### src/sv/grc_pkg.sv
// ----------------------------------------------------------------------------
// grc_pkg: shared types and constants of the grid ray caster
// Map geometry, fixed-point widths, item structs and controller commands.
// ----------------------------------------------------------------------------
package grc_pkg;

  // map geometry (dimensions and cell size are powers of two)
  localparam int MAP_WIDTH  = 32;
  localparam int MAP_HEIGHT = 32;
  localparam int CELL_SHIFT = 4;
  localparam int MAX_STEPS  = 32;
  localparam int CELL_SIZE  = 1 << CELL_SHIFT;

  // map store
  localparam int DEPTH  = 1024;
  localparam int ADDR_W = 10;
  localparam int CODE_W = 3;
  localparam int COL_W  = $clog2(MAP_WIDTH);

  // item field widths
  localparam int POS_W  = 9;
  localparam int ANG_W  = 16;
  localparam int PATH_W = 24;

  // spans along each axis in world units
  localparam int SPAN_X  = MAP_WIDTH * CELL_SIZE;
  localparam int SPAN_Y  = MAP_HEIGHT * CELL_SIZE;
  localparam int SPAN_MX = (SPAN_X > SPAN_Y) ? SPAN_X : SPAN_Y;
  localparam int SPAN_W  = $clog2(SPAN_MX);
  localparam int P_W     = SPAN_W + 1;
  localparam int FRAC    = 16;
  localparam int Q_W     = SPAN_W + FRAC;
  localparam int D_W     = CELL_SHIFT + 2;
  localparam int AD_W    = CELL_SHIFT + 1;

  // cordic and divider
  localparam int CORDIC_ROUNDS = 24;
  localparam int ITER_W        = $clog2(CORDIC_ROUNDS);
  localparam int XY_W          = 34;
  localparam int CORDIC_GAIN   = 652032874;
  localparam int DIV_W         = XY_W + FRAC;
  localparam int LEN_SHIFT     = 46;

  // distance accumulator, capped at 2^40
  localparam int ACC_W     = 41;
  localparam int PROD_W    = DIV_W + AD_W;
  localparam int SUM_W     = PROD_W + 1;
  localparam longint ACC_CAP = 64'd1 << 40;
  localparam longint OUT_MAX = (64'd1 << PATH_W) - 1;
  localparam longint MISS_RAW = 64'd1000000 * 256;
  localparam longint MISS_LEN = (MISS_RAW > OUT_MAX) ? OUT_MAX : MISS_RAW;

  // shared sequencing counter
  localparam int CNT_W = ADDR_W;

  // item function codes
  localparam logic FUNC_WRITE = 1'b0;
  localparam logic FUNC_CAST  = 1'b1;

  typedef struct packed {
    logic              func;
    logic [ADDR_W-1:0] cell_index;
    logic [CODE_W-1:0] cell_value;
    logic [POS_W-1:0]  pos_x;
    logic [POS_W-1:0]  pos_y;
    logic [ANG_W-1:0]  ray_angle;
    logic              vertical_lines;
  } grc_in_t;

  typedef struct packed {
    logic [PATH_W-1:0] path_length;
    logic [CODE_W-1:0] wall_code;
    logic              hit;
  } grc_res_t;

  // controller to datapath and map
  typedef struct packed {
    logic              clear;
    logic [ADDR_W-1:0] clear_addr;
    logic              mem_wr;
    logic              load;
    logic              cordic;
    logic [ITER_W-1:0] iter;
    logic              div_init;
    logic              div_step;
    logic              step_d;
    logic              step_m;
    logic              step_a;
    logic              fin_hit;
    logic              fin_miss;
  } grc_cmd_t;

  // datapath to controller
  typedef struct packed {
    logic a_zero;
    logic wall_nz;
  } grc_stat_t;

  // arctangent of 2^-i in turns scaled by 2^32
  function automatic logic signed [XY_W-1:0] atan_step(input logic [ITER_W-1:0] i);
    logic [31:0] v;
    case (i)
      5'd0:  v = 32'h20000000;
      5'd1:  v = 32'h12E4051D;
      5'd2:  v = 32'h09FB385B;
      5'd3:  v = 32'h051111D4;
      5'd4:  v = 32'h028B0D43;
      5'd5:  v = 32'h0145D7E1;
      5'd6:  v = 32'h00A2F61E;
      5'd7:  v = 32'h00517C55;
      5'd8:  v = 32'h0028BE53;
      5'd9:  v = 32'h00145F2E;
      5'd10: v = 32'h000A2F98;
      5'd11: v = 32'h000517CC;
      5'd12: v = 32'h00028BE6;
      5'd13: v = 32'h000145F3;
      5'd14: v = 32'h0000A2F9;
      5'd15: v = 32'h0000517C;
      5'd16: v = 32'h000028BE;
      5'd17: v = 32'h0000145F;
      5'd18: v = 32'h00000A2F;
      5'd19: v = 32'h00000517;
      5'd20: v = 32'h0000028B;
      5'd21: v = 32'h00000145;
      5'd22: v = 32'h000000A2;
      5'd23: v = 32'h00000051;
      default: v = 32'h0;
    endcase
    return $signed({{(XY_W-32){1'b0}}, v});
  endfunction

endpackage

### src/sv/grc_ctrl.sv
// ----------------------------------------------------------------------------
// grc_ctrl: sequencer of the grid ray caster
// Runs the reset clear sweep, cordic rounds, divider bits and the four
// phases of each cell crossing, and raises the result strobe.
// ----------------------------------------------------------------------------
module grc_ctrl (
  input  logic                clk_i,
  input  logic                rst_ni,
  input  logic                start,
  input  logic                func_i,
  input  grc_pkg::grc_stat_t  stat_i,
  output grc_pkg::grc_cmd_t   cmd_o,
  output logic                busy,
  output logic                done_o
);

  typedef enum logic [3:0] {
    S_CLEAR, S_IDLE, S_CORDIC, S_CHECK, S_DIVIDE,
    S_STEP_D, S_STEP_M, S_STEP_A, S_STEP_T
  } state_e;

  state_e                    state_q, state_d;
  logic [grc_pkg::CNT_W-1:0] cnt_q, cnt_d;
  logic                      done_q, done_d;

  // next state and commands
  always_comb begin
    state_d = state_q;
    cnt_d   = cnt_q;
    done_d  = 1'b0;
    cmd_o   = '0;
    cmd_o.clear_addr = cnt_q[grc_pkg::ADDR_W-1:0];
    cmd_o.iter       = cnt_q[grc_pkg::ITER_W-1:0];
    case (state_q)
      S_CLEAR: begin
        cmd_o.clear = 1'b1;
        cnt_d = cnt_q + 1'b1;
        if (cnt_q == grc_pkg::CNT_W'(grc_pkg::DEPTH - 1)) begin
          state_d = S_IDLE;
          cnt_d   = '0;
        end
      end
      S_IDLE: begin
        if (start) begin
          if (func_i == grc_pkg::FUNC_CAST) begin
            cmd_o.load = 1'b1;
            cnt_d   = '0;
            state_d = S_CORDIC;
          end else begin
            cmd_o.mem_wr = 1'b1;
          end
        end
      end
      S_CORDIC: begin
        cmd_o.cordic = 1'b1;
        cnt_d = cnt_q + 1'b1;
        if (cnt_q == grc_pkg::CNT_W'(grc_pkg::CORDIC_ROUNDS - 1)) begin
          state_d = S_CHECK;
        end
      end
      S_CHECK: begin
        cnt_d = '0;
        if (stat_i.a_zero) begin
          cmd_o.fin_miss = 1'b1;
          done_d  = 1'b1;
          state_d = S_IDLE;
        end else begin
          cmd_o.div_init = 1'b1;
          state_d = S_DIVIDE;
        end
      end
      S_DIVIDE: begin
        cmd_o.div_step = 1'b1;
        cnt_d = cnt_q + 1'b1;
        if (cnt_q == grc_pkg::CNT_W'(grc_pkg::DIV_W - 1)) begin
          cnt_d   = '0;
          state_d = S_STEP_D;
        end
      end
      S_STEP_D: begin
        cmd_o.step_d = 1'b1;
        state_d = S_STEP_M;
      end
      S_STEP_M: begin
        cmd_o.step_m = 1'b1;
        state_d = S_STEP_A;
      end
      S_STEP_A: begin
        cmd_o.step_a = 1'b1;
        state_d = S_STEP_T;
      end
      S_STEP_T: begin
        if (stat_i.wall_nz) begin
          cmd_o.fin_hit = 1'b1;
          done_d  = 1'b1;
          state_d = S_IDLE;
        end else if (cnt_q == grc_pkg::CNT_W'(grc_pkg::MAX_STEPS - 1)) begin
          cmd_o.fin_miss = 1'b1;
          done_d  = 1'b1;
          state_d = S_IDLE;
        end else begin
          cnt_d   = cnt_q + 1'b1;
          state_d = S_STEP_D;
        end
      end
      default: begin
        state_d = S_IDLE;
      end
    endcase
  end

  // state, counter and result strobe
  always_ff @(posedge clk_i or negedge rst_ni) begin
    if (!rst_ni) begin
      state_q <= S_CLEAR;
      cnt_q   <= '0;
      done_q  <= 1'b0;
    end else begin
      state_q <= state_d;
      cnt_q   <= cnt_d;
      done_q  <= done_d;
    end
  end

  assign busy   = (state_q != S_IDLE);
  assign done_o = done_q;

endmodule

### config.mk
export PLATFORM = sky130hd
export DESIGN_NAME = grc_ctrl
export DESIGN_NICKNAME = d
export VERILOG_FILES = /design/src/sv/grc_pkg.sv /design/src/sv/grc_ctrl.sv
export SDC_FILE = /design/constraint.sdc
export NUM_CORES = 1
export LEC_CHECK = 0
export ABC_AREA = 1
export BUFFER_PORTS_ARGS = -buffer_cell sky130_fd_sc_hd__buf_2
export CAP_MARGIN = 20
export CORE_MARGIN = 3
export CORE_UTILIZATION = 53
export CTS_CLUSTER_SIZE = 20
export DETAILED_ROUTE_END_ITERATION = 12
export PLACE_DENSITY = 0.8
export SYNTH_ARGS = -nofsm -noshare
export SYNTH_HDL_FRONTEND = slang
export SYNTH_SLANG_ARGS = --single-unit
### constraint.sdc
create_clock -name clk_i -period 1.7 [get_ports clk_i]
set_input_delay 0.17 -clock clk_i [delete_from_list [all_inputs] [get_ports clk_i]]
set_output_delay 0.17 -clock clk_i [all_outputs]
set_load 0.005 [all_outputs]
==> results.md <==
- Status: complete, no violations
- 1st-pass router iterations: 4
- Max_slew headroom: 76.0%
- Combinational Power Share: just under 70%
- Yosys reg bits: 15
- Busiest layer in global routing: met1
- Area delta synth->final: 26.2%
- Final hold violation count: 0
- Final Non-Filler Cells: 292
- Gpl congestion: 0.937
- Worst-Skew Late Latency: just under 300 ps
- Power Density: 1520 nW/um2
- Mapped cell area: 1350 um2
- Reg clk slew, reported paths: 100 ps
- Remaining antenna violation count: 0
- Slew @ Worst Pin: between 300 and 400 ps
- Pin count of the biggest net entering global routing: 16
- DR vias: approximately 1500
- Design Area, Final: ~1700 um2
- Leading area contributor after synthesis: dfrtp_1
- Die Height: 56.4 um
- P_sw: 1.37 mW
- Critical Path AT: 1460 ps
- Row cnt: 17
- Clock skew: 9.70 ps
- Wirelength per Cell: 12.1 um
- Slowest CP cell: dfrtp_1
- Int Power: 1.21 mW
- Worst vdd rail ir drop: 1.11 mV
- Setup TNS: 0 ps
- Final nets: 274
- Ranking of synthesized cells by area: dfrtp_1 28%, nand2_1 23%, nand3_1 9.6%, inv_1 6.1%, nor2_1 6.1%
- Max Fclk: 614 MHz
- Port bufs: 33
- GRT overflow: 0
- Most common cell after layout, fill and taps aside: nand2_1
- Crit start category: register
- Met1 Use GR: 34.2%
- WL final: 3550 um
- Clock sink total: 15
- Fraction of layout cells with a size suffix above 1: around a third
- Syn Nets: about 230
- # DRC: 0
- Syn Inst Count: 218
- Worst EP required: approximately 1500 ps
- Bufs on Longest Clock Path: 2
- Root Buffer: clkbuf_4
- Reg power frac: about 22%
- Worst-path cell chain: inv_1 -> nand2_1 -> nor2_4 -> nand3_4 -> o21ai_2 -> buf_2
- Synth Area per Inst: 6.19 um2
- Final Critical Period: 1630 ps
- Top cell type's share of synthesized area: around 28%
- Vias per cell: 5.21
- Chip Width: 56.4 um
- CTS tree: done
- Placed Area: 1550 um2
- Yosys Warn Count: 0
- CP Max Fanout: 6
- Post-route setup slack: 71.3 ps
- MaxCap Viol Count: 0
- Distinct cells, synth: 25
- Vias in the first global route: 1270
- Final Slew Violations: 0
- Initial Util: 58.2%
- Slowest Stage Delay on Critical Path: 460 ps
- Tcrit/Tclk final: 95.8%
- Sw Share: 53.2%
- I/O pin count: 34
- Dpl cells: 278
- Grt met2 use: between 30% and 40%
- Htree depth: 1
- Detailed Route Iter0 Violations: 68
- Crit. End Element: output port
- Fill cells: 203
- WS Path Type: reg -> out
- Sequential area share after synthesis: 27.8%
- LEAKAGE: 1.02 nW
- Clock power share: 8.3%
- GR met3 Demand/Resource: 2.99%
- Initial antenna violation count: 0
- RSZ-0062 raised after global routing: true
- HP Class: in -> reg
- CORE AREA: 2320 um2
- Worst slack at placement: 155 ps
- CTS buffer count: 3
- ANT cells: 0
- Detailed-placement wirelength estimate: about 2500 um
- Die ar.: 3190 um2
- Most frequent cells in the layout: 81 x nand2_1, 33 x buf_2, 24 x nand3_1
- Final setup vio count: 0
- Global-route wire length before repair: 5790 um
- GRT Total Usage: 22.5%
final cells by class:
class	instances	area [um2]	share of cell area, %
clock buffers	4	26.3	1.54
inverters	31	119	6.99
well taps	28	35.0	2.06
multi-input cells	165	851	50.0
repair buffers	49	288	16.9
flip-flops and latches	15	383	22.5
metrics by stage:
step | hold WS, ps | utilization [%] | total power [mW]
floorplan | -126 | - | 1.77
global placement | 102 | 66.7 | 2.23
global route | 169 | 73.4 | 2.86
CTS | 160 | 69.3 | 2.50
finish | 178 | 73.4 | 2.59
detailed placement | 104 | 66.7 | 2.24
worst max-delay path, delay by kind of cell (launching register included):
family | cells | cell delay [ps]
AO/OA/AOI/OAI | 1 | 120
buffers and inverters | 2 | 230
flip-flops | 1 | 460
AND/OR/NAND/NOR | 3 | 370
synth_stat cells:
cell type  number
nand2_4         1
nor3_1          2
o211ai_1        1
nor2_8          1
inv_2           9
nand3_1        26
nor2_1         22
a31oi_1         2
o31ai_1         1
a211o_1         1
nand3b_1        1
nand2_1        81
nand4_2         1
o21ai_0         5
ha_1            3
nand2_2         1
nor2_2          2
buf_4           5
nand4_1         6
inv_1          22
dfrtp_1        15
nand3b_2        1
buf_2           2
xor2_1          4
nand3_2         3
kinds of logic (layout without fill, tap and decap cells):
kind of cell / after synthesis / after routing / share of synthesized area, %
buffers and inverters: 38 / 84 / 12.2
xor gates and xnor gates: 4 / 4 / 2.60
AOI/OAI and AO/OA: 10 / 10 / 4.55
and+or+nand+nor: 148 / 148 / 50.1
adders and majority gates: 3 / 3 / 2.78
DFF: 15 / 15 / 27.8
timing repair:
action | CTS | global route
pin swaps | 0 | 1
buffers inserted | 1 | 8
gates cloned | 0 | 0
endpoints found under the hold margin | 15 | 0
hold buffers | 1 | 0
endpoints found under the setup margin | 1 | 12
gates resized for setup | 8 | 10
power by group through the flow:
stage | Combinational, mW | Sequential, mW | Clock, mW
4_1_cts | 1.71 | 0.572 | 0.217
6_report | 1.80 | 0.574 | 0.214
3_5_place_dp | 1.66 | 0.584 | 0
2_1_floorplan | 1.19 | 0.582 | 0
5_1_grt | 2.02 | 0.590 | 0.246
3_3_place_gp | 1.65 | 0.586 | 0
flip-flops by register name (all words and copies together), names as in the netlist:
register,flops
state_q,4
cnt_q,10
done_o,1
worst paths after layout:
| check | from | to | slack [ps] | depth (start not counted) |
|---|---|---|---|---|
| hold / removal | stat_i[0] | state_q[2] | 180 | 3 |
| max in group asynchronous | rst_ni | cnt_q[7] | 1100 | 2 |
| setup reg to reg | state_q[3] | cnt_q[2] | 120 | 8 |
| hold reg to reg | cnt_q[8] | cnt_q[8] | 530 | 2 |
| min in group asynchronous | rst_ni | cnt_q[6] | 310 | 2 |
| setup / recovery | cnt_q[5] | cmd_o[0] | 70 | 6 |
routing by layer:
| layer | up-vias | routed length, um |
|---|---|---|
| met5 | - | 0 |
| met3 | 4 | 264 |
| met1 | 680 | 1660 |
| li1 | 780 | - |
| met2 | 58 | 1580 |
| met4 | 0 | 36 |
Note: power is estimated with default switching activity, not from simulation.
