## src/sv/grc_pkg.sv

```systemverilog
// ----------------------------------------------------------------------------
// grc_pkg: shared types and constants of the grid ray caster
// Map geometry, fixed-point widths, item structs and controller commands.
// ----------------------------------------------------------------------------
package grc_pkg;

  // map geometry (dimensions and cell size are powers of two)
  localparam int MAP_WIDTH  = 32;
  localparam int MAP_HEIGHT = 32;
  localparam int CELL_SHIFT = 4;
  localparam int MAX_STEPS  = 32;
  localparam int CELL_SIZE  = 1 << CELL_SHIFT;

  // map store
  localparam int DEPTH  = 1024;
  localparam int ADDR_W = 10;
  localparam int CODE_W = 3;
  localparam int COL_W  = $clog2(MAP_WIDTH);

  // item field widths
  localparam int POS_W  = 9;
  localparam int ANG_W  = 16;
  localparam int PATH_W = 24;

  // spans along each axis in world units
  localparam int SPAN_X  = MAP_WIDTH * CELL_SIZE;
  localparam int SPAN_Y  = MAP_HEIGHT * CELL_SIZE;
  localparam int SPAN_MX = (SPAN_X > SPAN_Y) ? SPAN_X : SPAN_Y;
  localparam int SPAN_W  = $clog2(SPAN_MX);
  localparam int P_W     = SPAN_W + 1;
  localparam int FRAC    = 16;
  localparam int Q_W     = SPAN_W + FRAC;
  localparam int D_W     = CELL_SHIFT + 2;
  localparam int AD_W    = CELL_SHIFT + 1;

  // cordic and divider
  localparam int CORDIC_ROUNDS = 24;
  localparam int ITER_W        = $clog2(CORDIC_ROUNDS);
  localparam int XY_W          = 34;
  localparam int CORDIC_GAIN   = 652032874;
  localparam int DIV_W         = XY_W + FRAC;
  localparam int LEN_SHIFT     = 46;

  // distance accumulator, capped at 2^40
  localparam int ACC_W     = 41;
  localparam int PROD_W    = DIV_W + AD_W;
  localparam int SUM_W     = PROD_W + 1;
  localparam longint ACC_CAP = 64'd1 << 40;
  localparam longint OUT_MAX = (64'd1 << PATH_W) - 1;
  localparam longint MISS_RAW = 64'd1000000 * 256;
  localparam longint MISS_LEN = (MISS_RAW > OUT_MAX) ? OUT_MAX : MISS_RAW;

  // shared sequencing counter
  localparam int CNT_W = ADDR_W;

  // item function codes
  localparam logic FUNC_WRITE = 1'b0;
  localparam logic FUNC_CAST  = 1'b1;

  typedef struct packed {
    logic              func;
    logic [ADDR_W-1:0] cell_index;
    logic [CODE_W-1:0] cell_value;
    logic [POS_W-1:0]  pos_x;
    logic [POS_W-1:0]  pos_y;
    logic [ANG_W-1:0]  ray_angle;
    logic              vertical_lines;
  } grc_in_t;

  typedef struct packed {
    logic [PATH_W-1:0] path_length;
    logic [CODE_W-1:0] wall_code;
    logic              hit;
  } grc_res_t;

  // controller to datapath and map
  typedef struct packed {
    logic              clear;
    logic [ADDR_W-1:0] clear_addr;
    logic              mem_wr;
    logic              load;
    logic              cordic;
    logic [ITER_W-1:0] iter;
    logic              div_init;
    logic              div_step;
    logic              step_d;
    logic              step_m;
    logic              step_a;
    logic              fin_hit;
    logic              fin_miss;
  } grc_cmd_t;

  // datapath to controller
  typedef struct packed {
    logic a_zero;
    logic wall_nz;
  } grc_stat_t;

  // arctangent of 2^-i in turns scaled by 2^32
  function automatic logic signed [XY_W-1:0] atan_step(input logic [ITER_W-1:0] i);
    logic [31:0] v;
    case (i)
      5'd0:  v = 32'h20000000;
      5'd1:  v = 32'h12E4051D;
      5'd2:  v = 32'h09FB385B;
      5'd3:  v = 32'h051111D4;
      5'd4:  v = 32'h028B0D43;
      5'd5:  v = 32'h0145D7E1;
      5'd6:  v = 32'h00A2F61E;
      5'd7:  v = 32'h00517C55;
      5'd8:  v = 32'h0028BE53;
      5'd9:  v = 32'h00145F2E;
      5'd10: v = 32'h000A2F98;
      5'd11: v = 32'h000517CC;
      5'd12: v = 32'h00028BE6;
      5'd13: v = 32'h000145F3;
      5'd14: v = 32'h0000A2F9;
      5'd15: v = 32'h0000517C;
      5'd16: v = 32'h000028BE;
      5'd17: v = 32'h0000145F;
      5'd18: v = 32'h00000A2F;
      5'd19: v = 32'h00000517;
      5'd20: v = 32'h0000028B;
      5'd21: v = 32'h00000145;
      5'd22: v = 32'h000000A2;
      5'd23: v = 32'h00000051;
      default: v = 32'h0;
    endcase
    return $signed({{(XY_W-32){1'b0}}, v});
  endfunction

endpackage

```

## src/sv/grc_map.sv

```systemverilog
// ----------------------------------------------------------------------------
// grc_map: wall code store
// Single write port shared by the reset clear sweep and write items, one
// registered read port for the ray stepper.
// ----------------------------------------------------------------------------
module grc_map (
  input  logic                       clk_i,
  input  logic                       clear_i,
  input  logic [grc_pkg::ADDR_W-1:0] clear_addr_i,
  input  logic                       wr_i,
  input  logic [grc_pkg::ADDR_W-1:0] wr_addr_i,
  input  logic [grc_pkg::CODE_W-1:0] wr_data_i,
  input  logic [grc_pkg::ADDR_W-1:0] rd_addr_i,
  output logic [grc_pkg::CODE_W-1:0] rd_data_o
);

  logic [grc_pkg::CODE_W-1:0] mem [grc_pkg::DEPTH];
  logic [grc_pkg::CODE_W-1:0] rd_data_q;
  logic                       we;
  logic [grc_pkg::ADDR_W-1:0] waddr;
  logic [grc_pkg::CODE_W-1:0] wdata;

  // clear sweep has priority over item writes
  assign we    = clear_i | wr_i;
  assign waddr = clear_i ? clear_addr_i : wr_addr_i;
  assign wdata = clear_i ? '0 : wr_data_i;

  // memory write and registered read
  always_ff @(posedge clk_i) begin
    if (we) begin
      mem[waddr] <= wdata;
    end
    rd_data_q <= mem[rd_addr_i];
  end

  assign rd_data_o = rd_data_q;

endmodule

```

## config.mk

```make
export PLATFORM = sky130hd
export DESIGN_NAME = grc_map
export DESIGN_NICKNAME = d
export VERILOG_FILES = /design/src/sv/grc_pkg.sv /design/src/sv/grc_map.sv
export SDC_FILE = /design/constraint.sdc
export NUM_CORES = 2
export LEC_CHECK = 0
export BUFFER_PORTS_ARGS = -buffer_cell sky130_fd_sc_hd__buf_2
export CAP_MARGIN = 20
export CORE_AREA = 3 3 646 648
export CTS_CLUSTER_DIAMETER = 100
export DETAILED_ROUTE_END_ITERATION = 8
export DIE_AREA = 0 0 649 651
export SYNTH_ARGS = -nofsm -noshare
export SYNTH_HDL_FRONTEND = slang
export SYNTH_SLANG_ARGS = --single-unit
export TNS_END_PERCENT = 10
```

## constraint.sdc

```tcl
create_clock -name clk_i -period 42.1 [get_ports clk_i]
set_input_delay 0 -clock clk_i [delete_from_list [all_inputs] [get_ports clk_i]]
set_output_delay 0 -clock clk_i [all_outputs]
set_load 0.005 [all_outputs]
```

==> impl_metrics.py <==
metrics = {
    "outcome": {
        "status": "complete, no violations",
    },
    "pwr": {
        "worst_ir_drop_vdd_v": 0.0000315,
        "p_leak_nw": 38.6,
        "power_density_nw_per_um2": 45.6,
        "totalPowerFinal_w": 0.00638,
    },
    "final_layout": {
        "final_area_um2": 140000,
        "nFillCells": 38400,
        "final_core_util": 0.339,
        "regArea_um2": 92300,
        "final_layout_size_suffix_gt1_frac": 0.201,
        "multi_input_area_um2": 28700,
        "area.growth.synth_to_final_pct": 13.5,
        "nNetsFinal": 6769,
    },
    "yosys": {
        "avgSynthCellArea_um2": 18.6,
        "yosysSeqAreaShare": 0.748,
        "synthCells": 6646,
        "yosysUniqueCellTypes": 69,
        "number_of_register_bits_inferred_by_synthesis": 3075,
        "synth_warnings": 0,
        "synth_enable_flop_cells": 3072,
        "syn_area_um2": 123000,
        "mappedNetlistNets": 6682,
        "synth_async_sr_flop_share": 0,
        "synth_flop_cell": "sky130_fd_sc_hd__edfxtp_1",
    },
    "clock_tree": {
        "clock_network_latency_to_the_later_pin_of_the_worst_skew_pair_ns": 0.89,
        "cts_max_level": 5,
        "tritoncts_clock_tree": "yes",
        "cts_max_path_buffers": 4,
        "clkTransAtPathRegs_ns": 0.06,
        "cts.sinks": 3075,
        "cts_buf_count": 312,
        "clockRootBuffer": "sky130_fd_sc_hd__clkbuf_16",
        "postCtsResizedCells": 0,
    },
    "worst_setup_path": {
        "worst_setup_path_startpoint": "rd_addr_i[0]",
        "slack_of_the_worst_reg_to_reg_path_ns": 38.81,
        "worst-endpoint-required_ns": 42.83,
        "critical_path_class": "in2reg",
        "reg2reg_from": "mem[323][0]$_DFFE_PP_",
        "worstRegToRegCells": 8,
        "cp.arrival_ns": 5.77,
        "critical_path.reg2reg.endpoint": "rd_data_o[0]$_DFF_P_",
        "critPathLaunchType": "input pin",
        "worstSetupEndpointType": "flop",
        "critical_path_peak_fanout": 94,
    },
    "drt": {
        "detail_route.vias_per_cell": 5.31,
        "finalWirelength_mm": 359,
        "pre_repair_dr_iteration_count": 8,
        "detail_route.drc_violations": 0,
        "via_count": 66191,
        "ant_nets": 0,
        "initialDrtViolationCount": 8516,
        "routedWlPerCell_um": 28.8,
    },
    "timing": {
        "drv_slew": 0,
        "clock_tree_skew_after_final_layout_ns": 0.0614,
        "setup_repair_after_global_routing_missed_its_margin": "no",
        "report.final.setup_viol": 0,
        "maxSlewHeadroom": 0.176,
        "final_period_minus_worst_setup_slack_ns": 5.04,
        "fin_tns_setup_ns": 0,
        "final.setup.worst_slack_ns": 37.06,
        "worst-slew-pin-transition_ns": 1.24,
        "fmax_mhz": 198,
        "fin_crit_sh": 0.120,
        "final_hold_viol_count": 0,
    },
    "global_route": {
        "number_of_global_route_vias_before_repair": 67021,
        "grt_max_degree": 236,
        "grt.total_usage": 0.166,
        "grt_antenna_before_repair": 20,
        "global_route.overflow_total": 0,
        "global_route_wire_length_before_repair_mm": 509,
    },
    "floorplan": {
        "fp.dieW_um": 649,
        "core_area_um2": 413000,
        "die_y_um": 651,
        "ios": 39,
        "rows": 236,
        "initial_core_utilization": 0.299,
        "die_area_um2": 422000,
    },
    "min_path": {
        "hold-path-endpoint": "mem[810][0]$_DFFE_PP_",
        "hold_class": "in2reg",
        "hold_path_depth": 5,
        "worst_min_delay_path_startpoint": "wr_addr_i[0]",
    },
    "place": {
        "place_ws_ns": 36.09,
        "hpwlAfterDp_mm": 211,
        "place_congestion": 0.845,
        "io_buffer_count": 38,
        "post_dp_cell_area_um2": 130000,
    },
    "flow_run": {
        "drv.max_cap_violation_count": 0,
    },
}
==> how the worst max path moves through the flow <==
stage,end,cells past startpoint
2_1_floorplan,mem[0][0]$_DFFE_PP_,4
3_3_place_gp,rd_data_o[2]$_DFF_P_,14
3_5_place_dp,rd_data_o[2]$_DFF_P_,14
4_1_cts,rd_data_o[2]$_DFF_P_,14
5_1_grt,rd_data_o[2]$_DFF_P_,14
6_report,rd_data_o[2]$_DFF_P_,14
==> through the flow <==
stage	std cells	hold WS [ns]
3_5_place_dp	11869	0.544
3_3_place_gp	11854	0.531
6_report	12469	0.0836
4_1_cts	12450	0.0162
2_1_floorplan	6646	0.284
5_1_grt	12454	0.108
==> layout make-up <==
type	count	share of cell area
inverters	13	0.000402
clock buffers	389	0.0595
diodes	16	0.000286
repair buffers	272	0.0167
multi-input cells	3059	0.205
flip-flops and latches	3075	0.659
clock inverters	171	0.0100
well taps	5474	0.0489
==> synthesized netlist by cell type, types with 14 or more instances <==
| master | number | share of area |
|---|---|---|
| sky130_fd_sc_hd__o221ai_1 | 123 | 0.0087 |
| sky130_fd_sc_hd__buf_6 | 73 | 0.0067 |
| sky130_fd_sc_hd__or3_1 | 20 | 0.0010 |
| sky130_fd_sc_hd__a21oi_1 | 91 | 0.0037 |
| sky130_fd_sc_hd__nand4_1 | 17 | 0.00086 |
| sky130_fd_sc_hd__a211oi_1 | 22 | 0.0013 |
| sky130_fd_sc_hd__o22ai_1 | 81 | 0.0041 |
| sky130_fd_sc_hd__nand2_1 | 136 | 0.0041 |
| sky130_fd_sc_hd__and2_1 | 14 | 0.00071 |
| sky130_fd_sc_hd__a22oi_1 | 52 | 0.0032 |
| sky130_fd_sc_hd__nor2_1 | 1091 | 0.033 |
| sky130_fd_sc_hd__a22o_1 | 20 | 0.0014 |
| sky130_fd_sc_hd__nor3_1 | 104 | 0.0042 |
| sky130_fd_sc_hd__a31oi_1 | 17 | 0.00086 |
| sky130_fd_sc_hd__mux4_2 | 636 | 0.12 |
| sky130_fd_sc_hd__buf_1 | 24 | 0.00073 |
| sky130_fd_sc_hd__clkbuf_1 | 309 | 0.0094 |
| sky130_fd_sc_hd__o21ai_0 | 52 | 0.0021 |
| sky130_fd_sc_hd__edfxtp_1 | 3072 | 0.75 |
| sky130_fd_sc_hd__nor4_1 | 26 | 0.0013 |
| sky130_fd_sc_hd__buf_2 | 53 | 0.0022 |
| sky130_fd_sc_hd__mux2i_1 | 375 | 0.030 |
| sky130_fd_sc_hd__a221oi_1 | 23 | 0.0016 |
| sky130_fd_sc_hd__nand3_1 | 24 | 0.00097 |
| sky130_fd_sc_hd__buf_4 | 32 | 0.0019 |
| sky130_fd_sc_hd__nor2b_1 | 20 | 0.0010 |
==> cells in the final DEF (no fill, tap or decap), types with 9 or more instances in the layout <==
master	count
sky130_fd_sc_hd__clkinvlp_4	16
sky130_fd_sc_hd__edfxtp_1	3072
sky130_fd_sc_hd__nand2b_1	9
sky130_fd_sc_hd__buf_2	34
sky130_fd_sc_hd__mux2_2	10
sky130_fd_sc_hd__nand4_1	17
sky130_fd_sc_hd__o221ai_1	123
sky130_fd_sc_hd__dlygate4sd3_1	21
sky130_fd_sc_hd__mux2i_1	375
sky130_fd_sc_hd__a211oi_1	19
sky130_fd_sc_hd__nor2_1	1085
sky130_fd_sc_hd__and2_1	13
sky130_fd_sc_hd__clkinv_2	51
sky130_fd_sc_hd__o21ai_0	52
sky130_fd_sc_hd__buf_12	10
sky130_fd_sc_hd__nor3_1	104
sky130_fd_sc_hd__clkbuf_1	66
sky130_fd_sc_hd__nand2_4	21
sky130_fd_sc_hd__a22oi_1	52
sky130_fd_sc_hd__nand3_1	24
sky130_fd_sc_hd__diode_2	16
sky130_fd_sc_hd__inv_1	10
sky130_fd_sc_hd__clkbuf_16	323
sky130_fd_sc_hd__nor2b_1	13
sky130_fd_sc_hd__a31oi_1	17
sky130_fd_sc_hd__buf_4	191
sky130_fd_sc_hd__bufinv_16	18
sky130_fd_sc_hd__nor4_1	25
sky130_fd_sc_hd__clkinv_1	64
sky130_fd_sc_hd__o22ai_1	80
sky130_fd_sc_hd__a21oi_1	91
sky130_fd_sc_hd__nand2_1	115
sky130_fd_sc_hd__or3_4	12
sky130_fd_sc_hd__a22o_1	20
sky130_fd_sc_hd__a221oi_1	22
sky130_fd_sc_hd__mux4_2	636
==> routing by layer <==
metal / vias to the layer above / global-route usage / share of wire
li1: 26948 / - / -
met2: 3690 / 0.275 / 0.49
met1: 34888 / 0.212 / 0.38
met4: 10 / 0.0699 / 0.043
met3: 655 / 0.0307 / 0.095
met5: - / 0 / 0.00021
==> registers in the layout, indices dropped and copies added (netlist names) <==
name and count:
rd_data_o 3, mem 3072
==> critical path, cell delays in order <==
cell                      delay, ns
sky130_fd_sc_hd__buf_12        0.58
sky130_fd_sc_hd__buf_4         0.68
sky130_fd_sc_hd__buf_4         0.70
sky130_fd_sc_hd__buf_4         0.76
sky130_fd_sc_hd__buf_4         0.65
sky130_fd_sc_hd__mux4_2        0.58
sky130_fd_sc_hd__a22oi_1       0.19
sky130_fd_sc_hd__a21oi_1       0.14
sky130_fd_sc_hd__or3_1         0.41
sky130_fd_sc_hd__a31oi_1       0.21
sky130_fd_sc_hd__nor4_1        0.11
sky130_fd_sc_hd__buf_4         0.20
sky130_fd_sc_hd__o41ai_2       0.22
sky130_fd_sc_hd__nand4_1       0.14
==> kinds of logic after synthesis <==
| kind of cell | synth area share |
|---|---|
| AO/OA/AOI/OAI | 0.0314 |
| buffers and inverters | 0.0224 |
| flip-flops | 0.748 |
| multiplexers | 0.148 |
| AND/OR/NAND/NOR | 0.0500 |
==> report_power, final <==
| part | switching, W | leakage (nW) | internal [W] | total [W] |
|---|---|---|---|---|
| Clock | 0.00116 | 4.73 | 0.00152 | 0.00268 |
| Combinational | 0.000228 | 9.79 | 0.0000960 | 0.000324 |
| Sequential | 0.00000262 | 24.1 | 0.00337 | 0.00337 |
==> what timing repair did <==
| action | CTS | global route |
|---|---|---|
| buffers inserted | 0 | 0 |
| hold endpoints to repair | 222 | 0 |
| hold buffers | 21 | 0 |
Power figures use the tool's default switching activity.
