### src/sv/grc_pkg.sv
// ----------------------------------------------------------------------------
// grc_pkg: shared types and constants of the grid ray caster
// Map geometry, fixed-point widths, item structs and controller commands.
// ----------------------------------------------------------------------------
package grc_pkg;

  // map geometry (dimensions and cell size are powers of two)
  localparam int MAP_WIDTH  = 32;
  localparam int MAP_HEIGHT = 32;
  localparam int CELL_SHIFT = 4;
  localparam int MAX_STEPS  = 32;
  localparam int CELL_SIZE  = 1 << CELL_SHIFT;

  // map store
  localparam int DEPTH  = 1024;
  localparam int ADDR_W = 10;
  localparam int CODE_W = 3;
  localparam int COL_W  = $clog2(MAP_WIDTH);

  // item field widths
  localparam int POS_W  = 9;
  localparam int ANG_W  = 16;
  localparam int PATH_W = 24;

  // spans along each axis in world units
  localparam int SPAN_X  = MAP_WIDTH * CELL_SIZE;
  localparam int SPAN_Y  = MAP_HEIGHT * CELL_SIZE;
  localparam int SPAN_MX = (SPAN_X > SPAN_Y) ? SPAN_X : SPAN_Y;
  localparam int SPAN_W  = $clog2(SPAN_MX);
  localparam int P_W     = SPAN_W + 1;
  localparam int FRAC    = 16;
  localparam int Q_W     = SPAN_W + FRAC;
  localparam int D_W     = CELL_SHIFT + 2;
  localparam int AD_W    = CELL_SHIFT + 1;

  // cordic and divider
  localparam int CORDIC_ROUNDS = 24;
  localparam int ITER_W        = $clog2(CORDIC_ROUNDS);
  localparam int XY_W          = 34;
  localparam int CORDIC_GAIN   = 652032874;
  localparam int DIV_W         = XY_W + FRAC;
  localparam int LEN_SHIFT     = 46;

  // distance accumulator, capped at 2^40
  localparam int ACC_W     = 41;
  localparam int PROD_W    = DIV_W + AD_W;
  localparam int SUM_W     = PROD_W + 1;
  localparam longint ACC_CAP = 64'd1 << 40;
  localparam longint OUT_MAX = (64'd1 << PATH_W) - 1;
  localparam longint MISS_RAW = 64'd1000000 * 256;
  localparam longint MISS_LEN = (MISS_RAW > OUT_MAX) ? OUT_MAX : MISS_RAW;

  // shared sequencing counter
  localparam int CNT_W = ADDR_W;

  // item function codes
  localparam logic FUNC_WRITE = 1'b0;
  localparam logic FUNC_CAST  = 1'b1;

  typedef struct packed {
    logic              func;
    logic [ADDR_W-1:0] cell_index;
    logic [CODE_W-1:0] cell_value;
    logic [POS_W-1:0]  pos_x;
    logic [POS_W-1:0]  pos_y;
    logic [ANG_W-1:0]  ray_angle;
    logic              vertical_lines;
  } grc_in_t;

  typedef struct packed {
    logic [PATH_W-1:0] path_length;
    logic [CODE_W-1:0] wall_code;
    logic              hit;
  } grc_res_t;

  // controller to datapath and map
  typedef struct packed {
    logic              clear;
    logic [ADDR_W-1:0] clear_addr;
    logic              mem_wr;
    logic              load;
    logic              cordic;
    logic [ITER_W-1:0] iter;
    logic              div_init;
    logic              div_step;
    logic              step_d;
    logic              step_m;
    logic              step_a;
    logic              fin_hit;
    logic              fin_miss;
  } grc_cmd_t;

  // datapath to controller
  typedef struct packed {
    logic a_zero;
    logic wall_nz;
  } grc_stat_t;

  // arctangent of 2^-i in turns scaled by 2^32
  function automatic logic signed [XY_W-1:0] atan_step(input logic [ITER_W-1:0] i);
    logic [31:0] v;
    case (i)
      5'd0:  v = 32'h20000000;
      5'd1:  v = 32'h12E4051D;
      5'd2:  v = 32'h09FB385B;
      5'd3:  v = 32'h051111D4;
      5'd4:  v = 32'h028B0D43;
      5'd5:  v = 32'h0145D7E1;
      5'd6:  v = 32'h00A2F61E;
      5'd7:  v = 32'h00517C55;
      5'd8:  v = 32'h0028BE53;
      5'd9:  v = 32'h00145F2E;
      5'd10: v = 32'h000A2F98;
      5'd11: v = 32'h000517CC;
      5'd12: v = 32'h00028BE6;
      5'd13: v = 32'h000145F3;
      5'd14: v = 32'h0000A2F9;
      5'd15: v = 32'h0000517C;
      5'd16: v = 32'h000028BE;
      5'd17: v = 32'h0000145F;
      5'd18: v = 32'h00000A2F;
      5'd19: v = 32'h00000517;
      5'd20: v = 32'h0000028B;
      5'd21: v = 32'h00000145;
      5'd22: v = 32'h000000A2;
      5'd23: v = 32'h00000051;
      default: v = 32'h0;
    endcase
    return $signed({{(XY_W-32){1'b0}}, v});
  endfunction

endpackage

### src/sv/grc_dp.sv
// ----------------------------------------------------------------------------
// grc_dp: datapath of the grid ray caster
// Shared cordic rotator, bit-serial divider for slope and segment length,
// cell crossing stepper with distance accumulator and result register.
// ----------------------------------------------------------------------------
module grc_dp (
  input  logic                       clk_i,
  input  grc_pkg::grc_in_t           in_i,
  input  grc_pkg::grc_cmd_t          cmd_i,
  input  logic [grc_pkg::CODE_W-1:0] rd_data_i,
  output logic [grc_pkg::ADDR_W-1:0] rd_addr_o,
  output grc_pkg::grc_stat_t         stat_o,
  output grc_pkg::grc_res_t          res_o
);

  localparam int XY_W  = grc_pkg::XY_W;
  localparam int DIV_W = grc_pkg::DIV_W;
  localparam int P_W   = grc_pkg::P_W;
  localparam int Q_W   = grc_pkg::Q_W;
  localparam int D_W   = grc_pkg::D_W;
  localparam int AD_W  = grc_pkg::AD_W;
  localparam int NP_W  = P_W + 1;
  localparam logic [P_W-1:0] PMASK_X = P_W'(grc_pkg::SPAN_X - 1);
  localparam logic [P_W-1:0] PMASK_Y = P_W'(grc_pkg::SPAN_Y - 1);
  localparam logic [Q_W-1:0] QMASK_X = Q_W'((longint'(grc_pkg::SPAN_X) << grc_pkg::FRAC) - 1);
  localparam logic [Q_W-1:0] QMASK_Y = Q_W'((longint'(grc_pkg::SPAN_Y) << grc_pkg::FRAC) - 1);

  // cordic state
  logic signed [XY_W-1:0] x_q, y_q, z_q;
  logic                   flip_q, vert_q;
  // divider state
  logic [XY_W-1:0]  den_q, rem_b_q, rem_l_q;
  logic [DIV_W-1:0] num_b_q, num_l_q;
  logic             neg_q, fwd_q;
  // stepper state
  logic [P_W-1:0]              p_q, pn_q;
  logic [Q_W-1:0]              q_q, qinc_q;
  logic signed [D_W-1:0]       d_q;
  logic [AD_W-1:0]             ad_q;
  logic [grc_pkg::PROD_W-1:0]  prod_q;
  logic [grc_pkg::ACC_W-1:0]   acc_q;
  grc_pkg::grc_res_t           res_q;

  // start phase with the half turn fold
  logic [31:0] phase, phase_f;
  logic        flip;
  always_comb begin
    phase   = {in_i.ray_angle, 16'h0000};
    flip    = (phase - 32'h4000_0000) < 32'h8000_0000;
    phase_f = flip ? (phase - 32'h8000_0000) : phase;
  end

  // one cordic rotation
  logic signed [XY_W-1:0] xs, ys, atan;
  always_comb begin
    xs   = x_q >>> cmd_i.iter;
    ys   = y_q >>> cmd_i.iter;
    atan = grc_pkg::atan_step(cmd_i.iter);
  end

  // ray components across and along the tested lines
  logic signed [XY_W-1:0] cx, sy, a, b;
  logic [XY_W-1:0]        a_abs, b_abs;
  always_comb begin
    cx    = flip_q ? -x_q : x_q;
    sy    = flip_q ? -y_q : y_q;
    a     = vert_q ? cx : sy;
    b     = vert_q ? sy : cx;
    a_abs = a[XY_W-1] ? XY_W'(-a) : XY_W'(a);
    b_abs = b[XY_W-1] ? XY_W'(-b) : XY_W'(b);
  end

  // restoring divider, slope and length lanes share the divisor
  logic [XY_W:0] trial_b, trial_l;
  logic          ge_b, ge_l;
  always_comb begin
    trial_b = {rem_b_q, num_b_q[DIV_W-1]};
    trial_l = {rem_l_q, num_l_q[DIV_W-1]};
    ge_b    = trial_b >= {1'b0, den_q};
    ge_l    = trial_l >= {1'b0, den_q};
  end

  // next crossing and move length
  logic signed [NP_W-1:0] p_s, t, np, np_b, dd;
  logic [P_W-1:0]         pmask, pn;
  always_comb begin
    p_s   = $signed({1'b0, p_q});
    t     = fwd_q ? (p_s + NP_W'(grc_pkg::CELL_SIZE)) : (p_s - NP_W'(1));
    np    = t & ~NP_W'(grc_pkg::CELL_SIZE - 1);
    dd    = np - p_s;
    np_b  = np - NP_W'(!fwd_q);
    pmask = vert_q ? PMASK_X : PMASK_Y;
    pn    = (np_b[P_W-1:0] & pmask) + P_W'(!fwd_q);
  end

  // signed slope, only its low bits matter after the wrap
  logic [Q_W-1:0] ratio, d_ext;
  always_comb begin
    ratio = neg_q ? Q_W'(~num_b_q + 1'b1) : num_b_q[Q_W-1:0];
    d_ext = Q_W'($signed(d_q));
  end

  // accumulate, wrap and form the map address
  logic [Q_W-1:0]             qmask, q_new;
  logic [grc_pkg::SUM_W-1:0]  acc_sum;
  logic [grc_pkg::ACC_W-1:0]  acc_new;
  logic [P_W-1:0]             pc_full;
  logic [P_W-1:0]             pc;
  logic [Q_W-1:0]             qc;
  logic [P_W-1:0]             col, row;
  always_comb begin
    qmask   = vert_q ? QMASK_Y : QMASK_X;
    q_new   = (q_q + qinc_q) & qmask;
    acc_sum = grc_pkg::SUM_W'(acc_q) + grc_pkg::SUM_W'(prod_q);
    acc_new = (acc_sum > grc_pkg::SUM_W'(grc_pkg::ACC_CAP)) ?
              grc_pkg::ACC_W'(grc_pkg::ACC_CAP) : acc_sum[grc_pkg::ACC_W-1:0];
    pc_full = pn_q >> grc_pkg::CELL_SHIFT;
    pc      = pc_full - P_W'(!fwd_q);
    qc      = q_new >> (grc_pkg::FRAC + grc_pkg::CELL_SHIFT);
    col     = vert_q ? pc : qc[P_W-1:0];
    row     = vert_q ? qc[P_W-1:0] : pc;
    rd_addr_o = grc_pkg::ADDR_W'((row << grc_pkg::COL_W) + col);
  end

  // status to the controller
  assign stat_o.a_zero  = (a == '0);
  assign stat_o.wall_nz = (rd_data_i != '0);

  // saturated distance
  logic [grc_pkg::ACC_W-9:0]  dist_raw;
  logic [grc_pkg::PATH_W-1:0] dist_sat;
  always_comb begin
    dist_raw = acc_q[grc_pkg::ACC_W-1:8];
    dist_sat = (dist_raw > (grc_pkg::ACC_W-8)'(grc_pkg::OUT_MAX)) ?
               grc_pkg::PATH_W'(grc_pkg::OUT_MAX) : dist_raw[grc_pkg::PATH_W-1:0];
  end

  // datapath registers
  always_ff @(posedge clk_i) begin
    if (cmd_i.load) begin
      x_q    <= XY_W'(grc_pkg::CORDIC_GAIN);
      y_q    <= '0;
      z_q    <= XY_W'($signed(phase_f));
      flip_q <= flip;
      vert_q <= in_i.vertical_lines;
      acc_q  <= '0;
      if (in_i.vertical_lines) begin
        p_q <= P_W'(in_i.pos_x);
        q_q <= Q_W'(in_i.pos_y) << grc_pkg::FRAC;
      end else begin
        p_q <= P_W'(in_i.pos_y);
        q_q <= Q_W'(in_i.pos_x) << grc_pkg::FRAC;
      end
    end
    if (cmd_i.cordic) begin
      if (!z_q[XY_W-1]) begin
        x_q <= x_q - ys;
        y_q <= y_q + xs;
        z_q <= z_q - atan;
      end else begin
        x_q <= x_q + ys;
        y_q <= y_q - xs;
        z_q <= z_q + atan;
      end
    end
    if (cmd_i.div_init) begin
      den_q   <= a_abs;
      rem_b_q <= '0;
      rem_l_q <= '0;
      num_b_q <= DIV_W'(b_abs) << grc_pkg::FRAC;
      num_l_q <= DIV_W'(1) << grc_pkg::LEN_SHIFT;
      neg_q   <= a[XY_W-1] ^ b[XY_W-1];
      fwd_q   <= !a[XY_W-1];
    end
    if (cmd_i.div_step) begin
      rem_b_q <= ge_b ? XY_W'(trial_b - {1'b0, den_q}) : trial_b[XY_W-1:0];
      rem_l_q <= ge_l ? XY_W'(trial_l - {1'b0, den_q}) : trial_l[XY_W-1:0];
      num_b_q <= {num_b_q[DIV_W-2:0], ge_b};
      num_l_q <= {num_l_q[DIV_W-2:0], ge_l};
    end
    if (cmd_i.step_d) begin
      d_q  <= D_W'(dd);
      ad_q <= dd[NP_W-1] ? AD_W'(-dd) : AD_W'(dd);
      pn_q <= pn;
    end
    if (cmd_i.step_m) begin
      prod_q <= grc_pkg::PROD_W'(ad_q) * grc_pkg::PROD_W'(num_l_q);
      qinc_q <= Q_W'(ratio * d_ext);
    end
    if (cmd_i.step_a) begin
      q_q   <= q_new;
      acc_q <= acc_new;
      p_q   <= pn_q;
    end
    if (cmd_i.fin_hit) begin
      res_q.path_length <= dist_sat;
      res_q.wall_code   <= rd_data_i;
      res_q.hit         <= 1'b1;
    end
    if (cmd_i.fin_miss) begin
      res_q.path_length <= grc_pkg::PATH_W'(grc_pkg::MISS_LEN);
      res_q.wall_code   <= '0;
      res_q.hit         <= 1'b0;
    end
  end

  assign res_o = res_q;

endmodule

### config.mk
export PLATFORM = sky130hd
export DESIGN_NAME = grc_dp
export DESIGN_NICKNAME = d
export VERILOG_FILES = /design/src/sv/grc_pkg.sv /design/src/sv/grc_dp.sv
export SDC_FILE = /design/constraint.sdc
export NUM_CORES = 2
export LEC_CHECK = 0
export BUFFER_PORTS_ARGS = -buffer_cell sky130_fd_sc_hd__buf_2
export CORE_MARGIN = 2
export CORE_UTILIZATION = 50
export DETAILED_ROUTE_END_ITERATION = 8
export GPL_TIMING_DRIVEN = 0
export PLACE_DENSITY = 0.75
export SLEW_MARGIN = 10
export SYNTH_ARGS = -nofsm -noshare
export SYNTH_HDL_FRONTEND = slang
export SYNTH_SLANG_ARGS = --single-unit
export TNS_END_PERCENT = 1
### constraint.sdc
create_clock -name clk_i -period 9.3 [get_ports clk_i]
set_input_delay 1.395 -clock clk_i [delete_from_list [all_inputs] [get_ports clk_i]]
set_output_delay 1.395 -clock clk_i [all_outputs]
set_load 0.01 [all_outputs]
==> out/summary.md <==
### Min path
* **end point of the most critical hold path** res_o[0]$_SDFFE_PP0P_
* **worst hold path class** flop to flop
* **Worst Hold Path Cells** 2
* **worst min-delay path startpoint** res_o[0]$_SDFFE_PP0P_

### Logic synthesis
* **post-synth design cell area** 0.0540 sq mm
* **Mapped Avg Cell Area** 9.15 sq um
* **post-synthesis share of cell area spent on full adders, half adders and majority gates** 0.173
* **fraction of the mapped netlist area in compound gates** 0.162
* **nets in the synthesized netlist** 6,581
* **portion of the post-synthesis area used by sequential elements** 0.277
* **post-synthesis mux area share** 0.0760
* **flip-flop and latch count after synthesis** 508
* **combinational family with the most area after synthesis** simple AND/OR/NAND/NOR gates
* **xor and xnor area share after synthesis** 0.0842
* **Most used DFF post-synth** sky130_fd_sc_hd__edfxtp_1
* **simple-gate share of the synthesized area** 0.186
* **Post-synth EDFFs** 480
* **count of different cell masters after synthesis** 92
* **Synthesis Warnings** 0
* **gate count of the mapped netlist** 5,897
* **Async S/R FF share, synth** 0

### CTS
* **source-to-sink clock delay at the later pin of the worst-skew pair** 0.71 ns
* **maximum number of buffers from clock root to sink** 3
* **total of cells resized after clock tree synthesis** 0
* **TritonCTS clock tree** built
* **clk slew on worst S/H paths** 0.06 ns
* **hold buffer count at cts** 0
* **number of buffers added by the clock tree synthesis step** 60
* **setup fix buffers added after clock tree synthesis** 0
* **H-tree depth** 2
* **clock net sink count** 508
* **clock root buffer** sky130_fd_sc_hd__clkbuf_16

### Setup path
* **register-to-register setup slack** 1.63 ns
* **reg-to-reg endpoint** qinc_q[23]$_DFFE_PP_
* **maximum fanout along the worst path** 10
* **required time of the critical path** 9.73 ns
* **Worst Setup SP** cmd_i[10]
* **depth of the worst register-to-register path** 24
* **arrival time at the worst endpoint** 9.36 ns
* **sort of element at the end of the critical path** flop
* **slowest CP cell** sky130_fd_sc_hd__o41ai_2
* **Setup CP Type** input port to flop
* **Reg2Reg Launch Point** neg_q$_DFFE_PP_
* **most repeated library cell on the critical path** sky130_fd_sc_hd__buf_2
* **stage delay of the slowest cell on the critical path** 0.57 ns
* **Critical Path Source Type** input port

### GRT
* **vias in the first global route** 45,091
* **GR Overflow Total** 0
* **largest net degree at the start of global routing** 64
* **first-pass GRT wire length** 254 mm
* **initial antenna violation count** 2
* **total routing resource utilization after global routing** 0.288

### Die
* **width of the die** 333 um
* **Die H** 333 um
* **initial core utilization** 0.504
* **core area** 0.107 sq mm
* **I/O pin count** 119
* **die area** 0.111 sq mm
* **number of rows created at floorplan** 120

### Cells and area
* **number of nets at the end of the flow** 6,738
* **most frequent standard cell in the layout excluding fill and tap cells** sky130_fd_sc_hd__nand2_1
* **proportion of layout cells with a drive suffix above 1** 0.0752
* **area overhead of the layout relative to synthesis** 8.41%
* **Post-Route Utilization** 0.547
* **commonest non-fill, non-tap cells in the layout** 518 x sky130_fd_sc_hd__nand2_1, 480 x sky130_fd_sc_hd__edfxtp_1, 448 x sky130_fd_sc_hd__nor2_1, 434 x sky130_fd_sc_hd__a21oi_1, 371 x sky130_fd_sc_hd__ha_1

### Timing
* **worst clock skew on the final layout** 0.0359 ns
* **slew at the pin closest to its max-slew limit** 1.37 ns
* **number of setup violations in the final report** 0
* **total count of max-transition violations in the final report** 0
* **post-route clock period utilization** 0.960
* **fmax** 112 MHz
* **final critical-path required period** 8.93 ns
* **final hold viol count** 0
* **worst setup margin** 0.368 ns
* **Max-Slew Margin vs Limit** 0.0894
* **setup repair after global routing missed its margin** false

### Place
* **estimated wirelength of the detail-placed design** 128 mm
* **post-placement worst setup slack** -0.451 ns
* **number of port buffers** 89
* **routability-driven placement congestion ratio** 1.02

### Routing
* **routed len/inst** 21.7 um
* **number of remaining DRC errors** 0
* **number of nets still failing antenna checks after routing** 0
* **mean number of vias per cell** 6.15
* **final WL** 163 mm
* **number of DRC markers after the initial detailed-route iteration** 3,989
* **routed vias** 46,203
* **first drt pass iteration count** 6

### Status
* **result of the run** complete, no violations

### Run
* **max-cap viol count** 0

==> sequential cells by signal, summed over array words and instances, names as in the netlist <==
signal   cells
fwd_q        1
q_q         25
res_o       28
d_q          6
pn_q         6
flip_q       1
den_q       34
rem_l_q     34
ad_q         4
num_l_q     50
y_q         34
p_q         10
num_b_q     50
acc_q       41
neg_q        1
rem_b_q     34
prod_q      55
x_q         34
qinc_q      25
vert_q       1
z_q         34
==> synth_stat cells (122+ instances only) <==
cell type / number / area (sq um)
sky130_fd_sc_hd__nand2_1: 518 / 1940
sky130_fd_sc_hd__edfxtp_1: 480 / 14400
sky130_fd_sc_hd__nor2_1: 448 / 1680
sky130_fd_sc_hd__a21oi_1: 434 / 2170
sky130_fd_sc_hd__ha_1: 371 / 4640
sky130_fd_sc_hd__inv_1: 287 / 1080
sky130_fd_sc_hd__xnor2_1: 279 / 2440
sky130_fd_sc_hd__o21ai_0: 270 / 1350
sky130_fd_sc_hd__and2_1: 247 / 1550
sky130_fd_sc_hd__xor2_1: 238 / 2080
sky130_fd_sc_hd__fa_1: 234 / 4680
sky130_fd_sc_hd__clkbuf_1: 213 / 800
sky130_fd_sc_hd__a21o_1: 166 / 1250
sky130_fd_sc_hd__nor2b_1: 156 / 976
sky130_fd_sc_hd__mux2i_1: 144 / 1440
sky130_fd_sc_hd__nor3_1: 122 / 611
==> per-stage QoR <==
stage | area (sq um) | hold slack (ns) | cells | TNS (ns)
final | 58500 | 0.469 | 7510 | 0
after global placement | 56200 | 0.453 | 7389 | -1.35
after CTS | 58500 | 0.470 | 7509 | 0
after global routing | 58500 | 0.515 | 7509 | 0
after floorplan | 54000 | 0.483 | 5897 | 0
after detailed placement | 56300 | 0.456 | 7395 | -1.63
==> area by class of cell <==
type	count	area (sq um)
multi-input cells	4813	36800
flip-flops and latches	508	15000
repair buffers	95	598
inverters	291	1090
clock buffers	73	1640
plain buffers	285	1140
diodes	1	2.50
clock inverters	41	504
fillers	9623	48500
well taps	1403	1760
==> critical path: cells and delay by family <==
family                     cells  cell delay (ns)
adders and majority gates      1             0.29
xor gates and xnor gates       2             0.29
AOI/OAI and AO/OA              9             2.35
buffers and inverters         10             3.60
and+or+nand+nor                7             1.42
==> metal layers <==
| layer | up-vias | wire length (um) | GRT usage |
|---|---|---|---|
| met5 | - | 13 | 0 |
| met4 | 2 | 9830 | 0.151 |
| met3 | 478 | 11400 | 0.0402 |
| met2 | 1989 | 76300 | 0.486 |
| met1 | 22216 | 65500 | 0.359 |
| li1 | 21518 | - | - |
==> how the worst max path moves through the flow <==
| stage | endpoint | cells past startpoint |
|---|---|---|
| 2_1_floorplan | z_q[32]$_DFFE_PP_ | 31 |
| 3_3_place_gp | z_q[32]$_DFFE_PP_ | 29 |
| 3_5_place_dp | z_q[32]$_DFFE_PP_ | 29 |
| 4_1_cts | z_q[32]$_DFFE_PP_ | 29 |
| 5_1_grt | x_q[33]$_SDFFCE_PN0P_ | 30 |
| 6_report | z_q[32]$_DFFE_PP_ | 29 |
==> logic make-up after synthesis <==
logic type                 count (synthesis)
AOI/OAI and AO/OA                       1384
xor gates and xnor gates                 518
adders and majority gates                605
buffers and inverters                    576
DFF                                      508
muxes                                    305
and+or+nand+nor                         2001
Power is left out: the tool's default activity adds up to more than one toggle a clock period on the data nets, which glitch-free logic cannot reach.
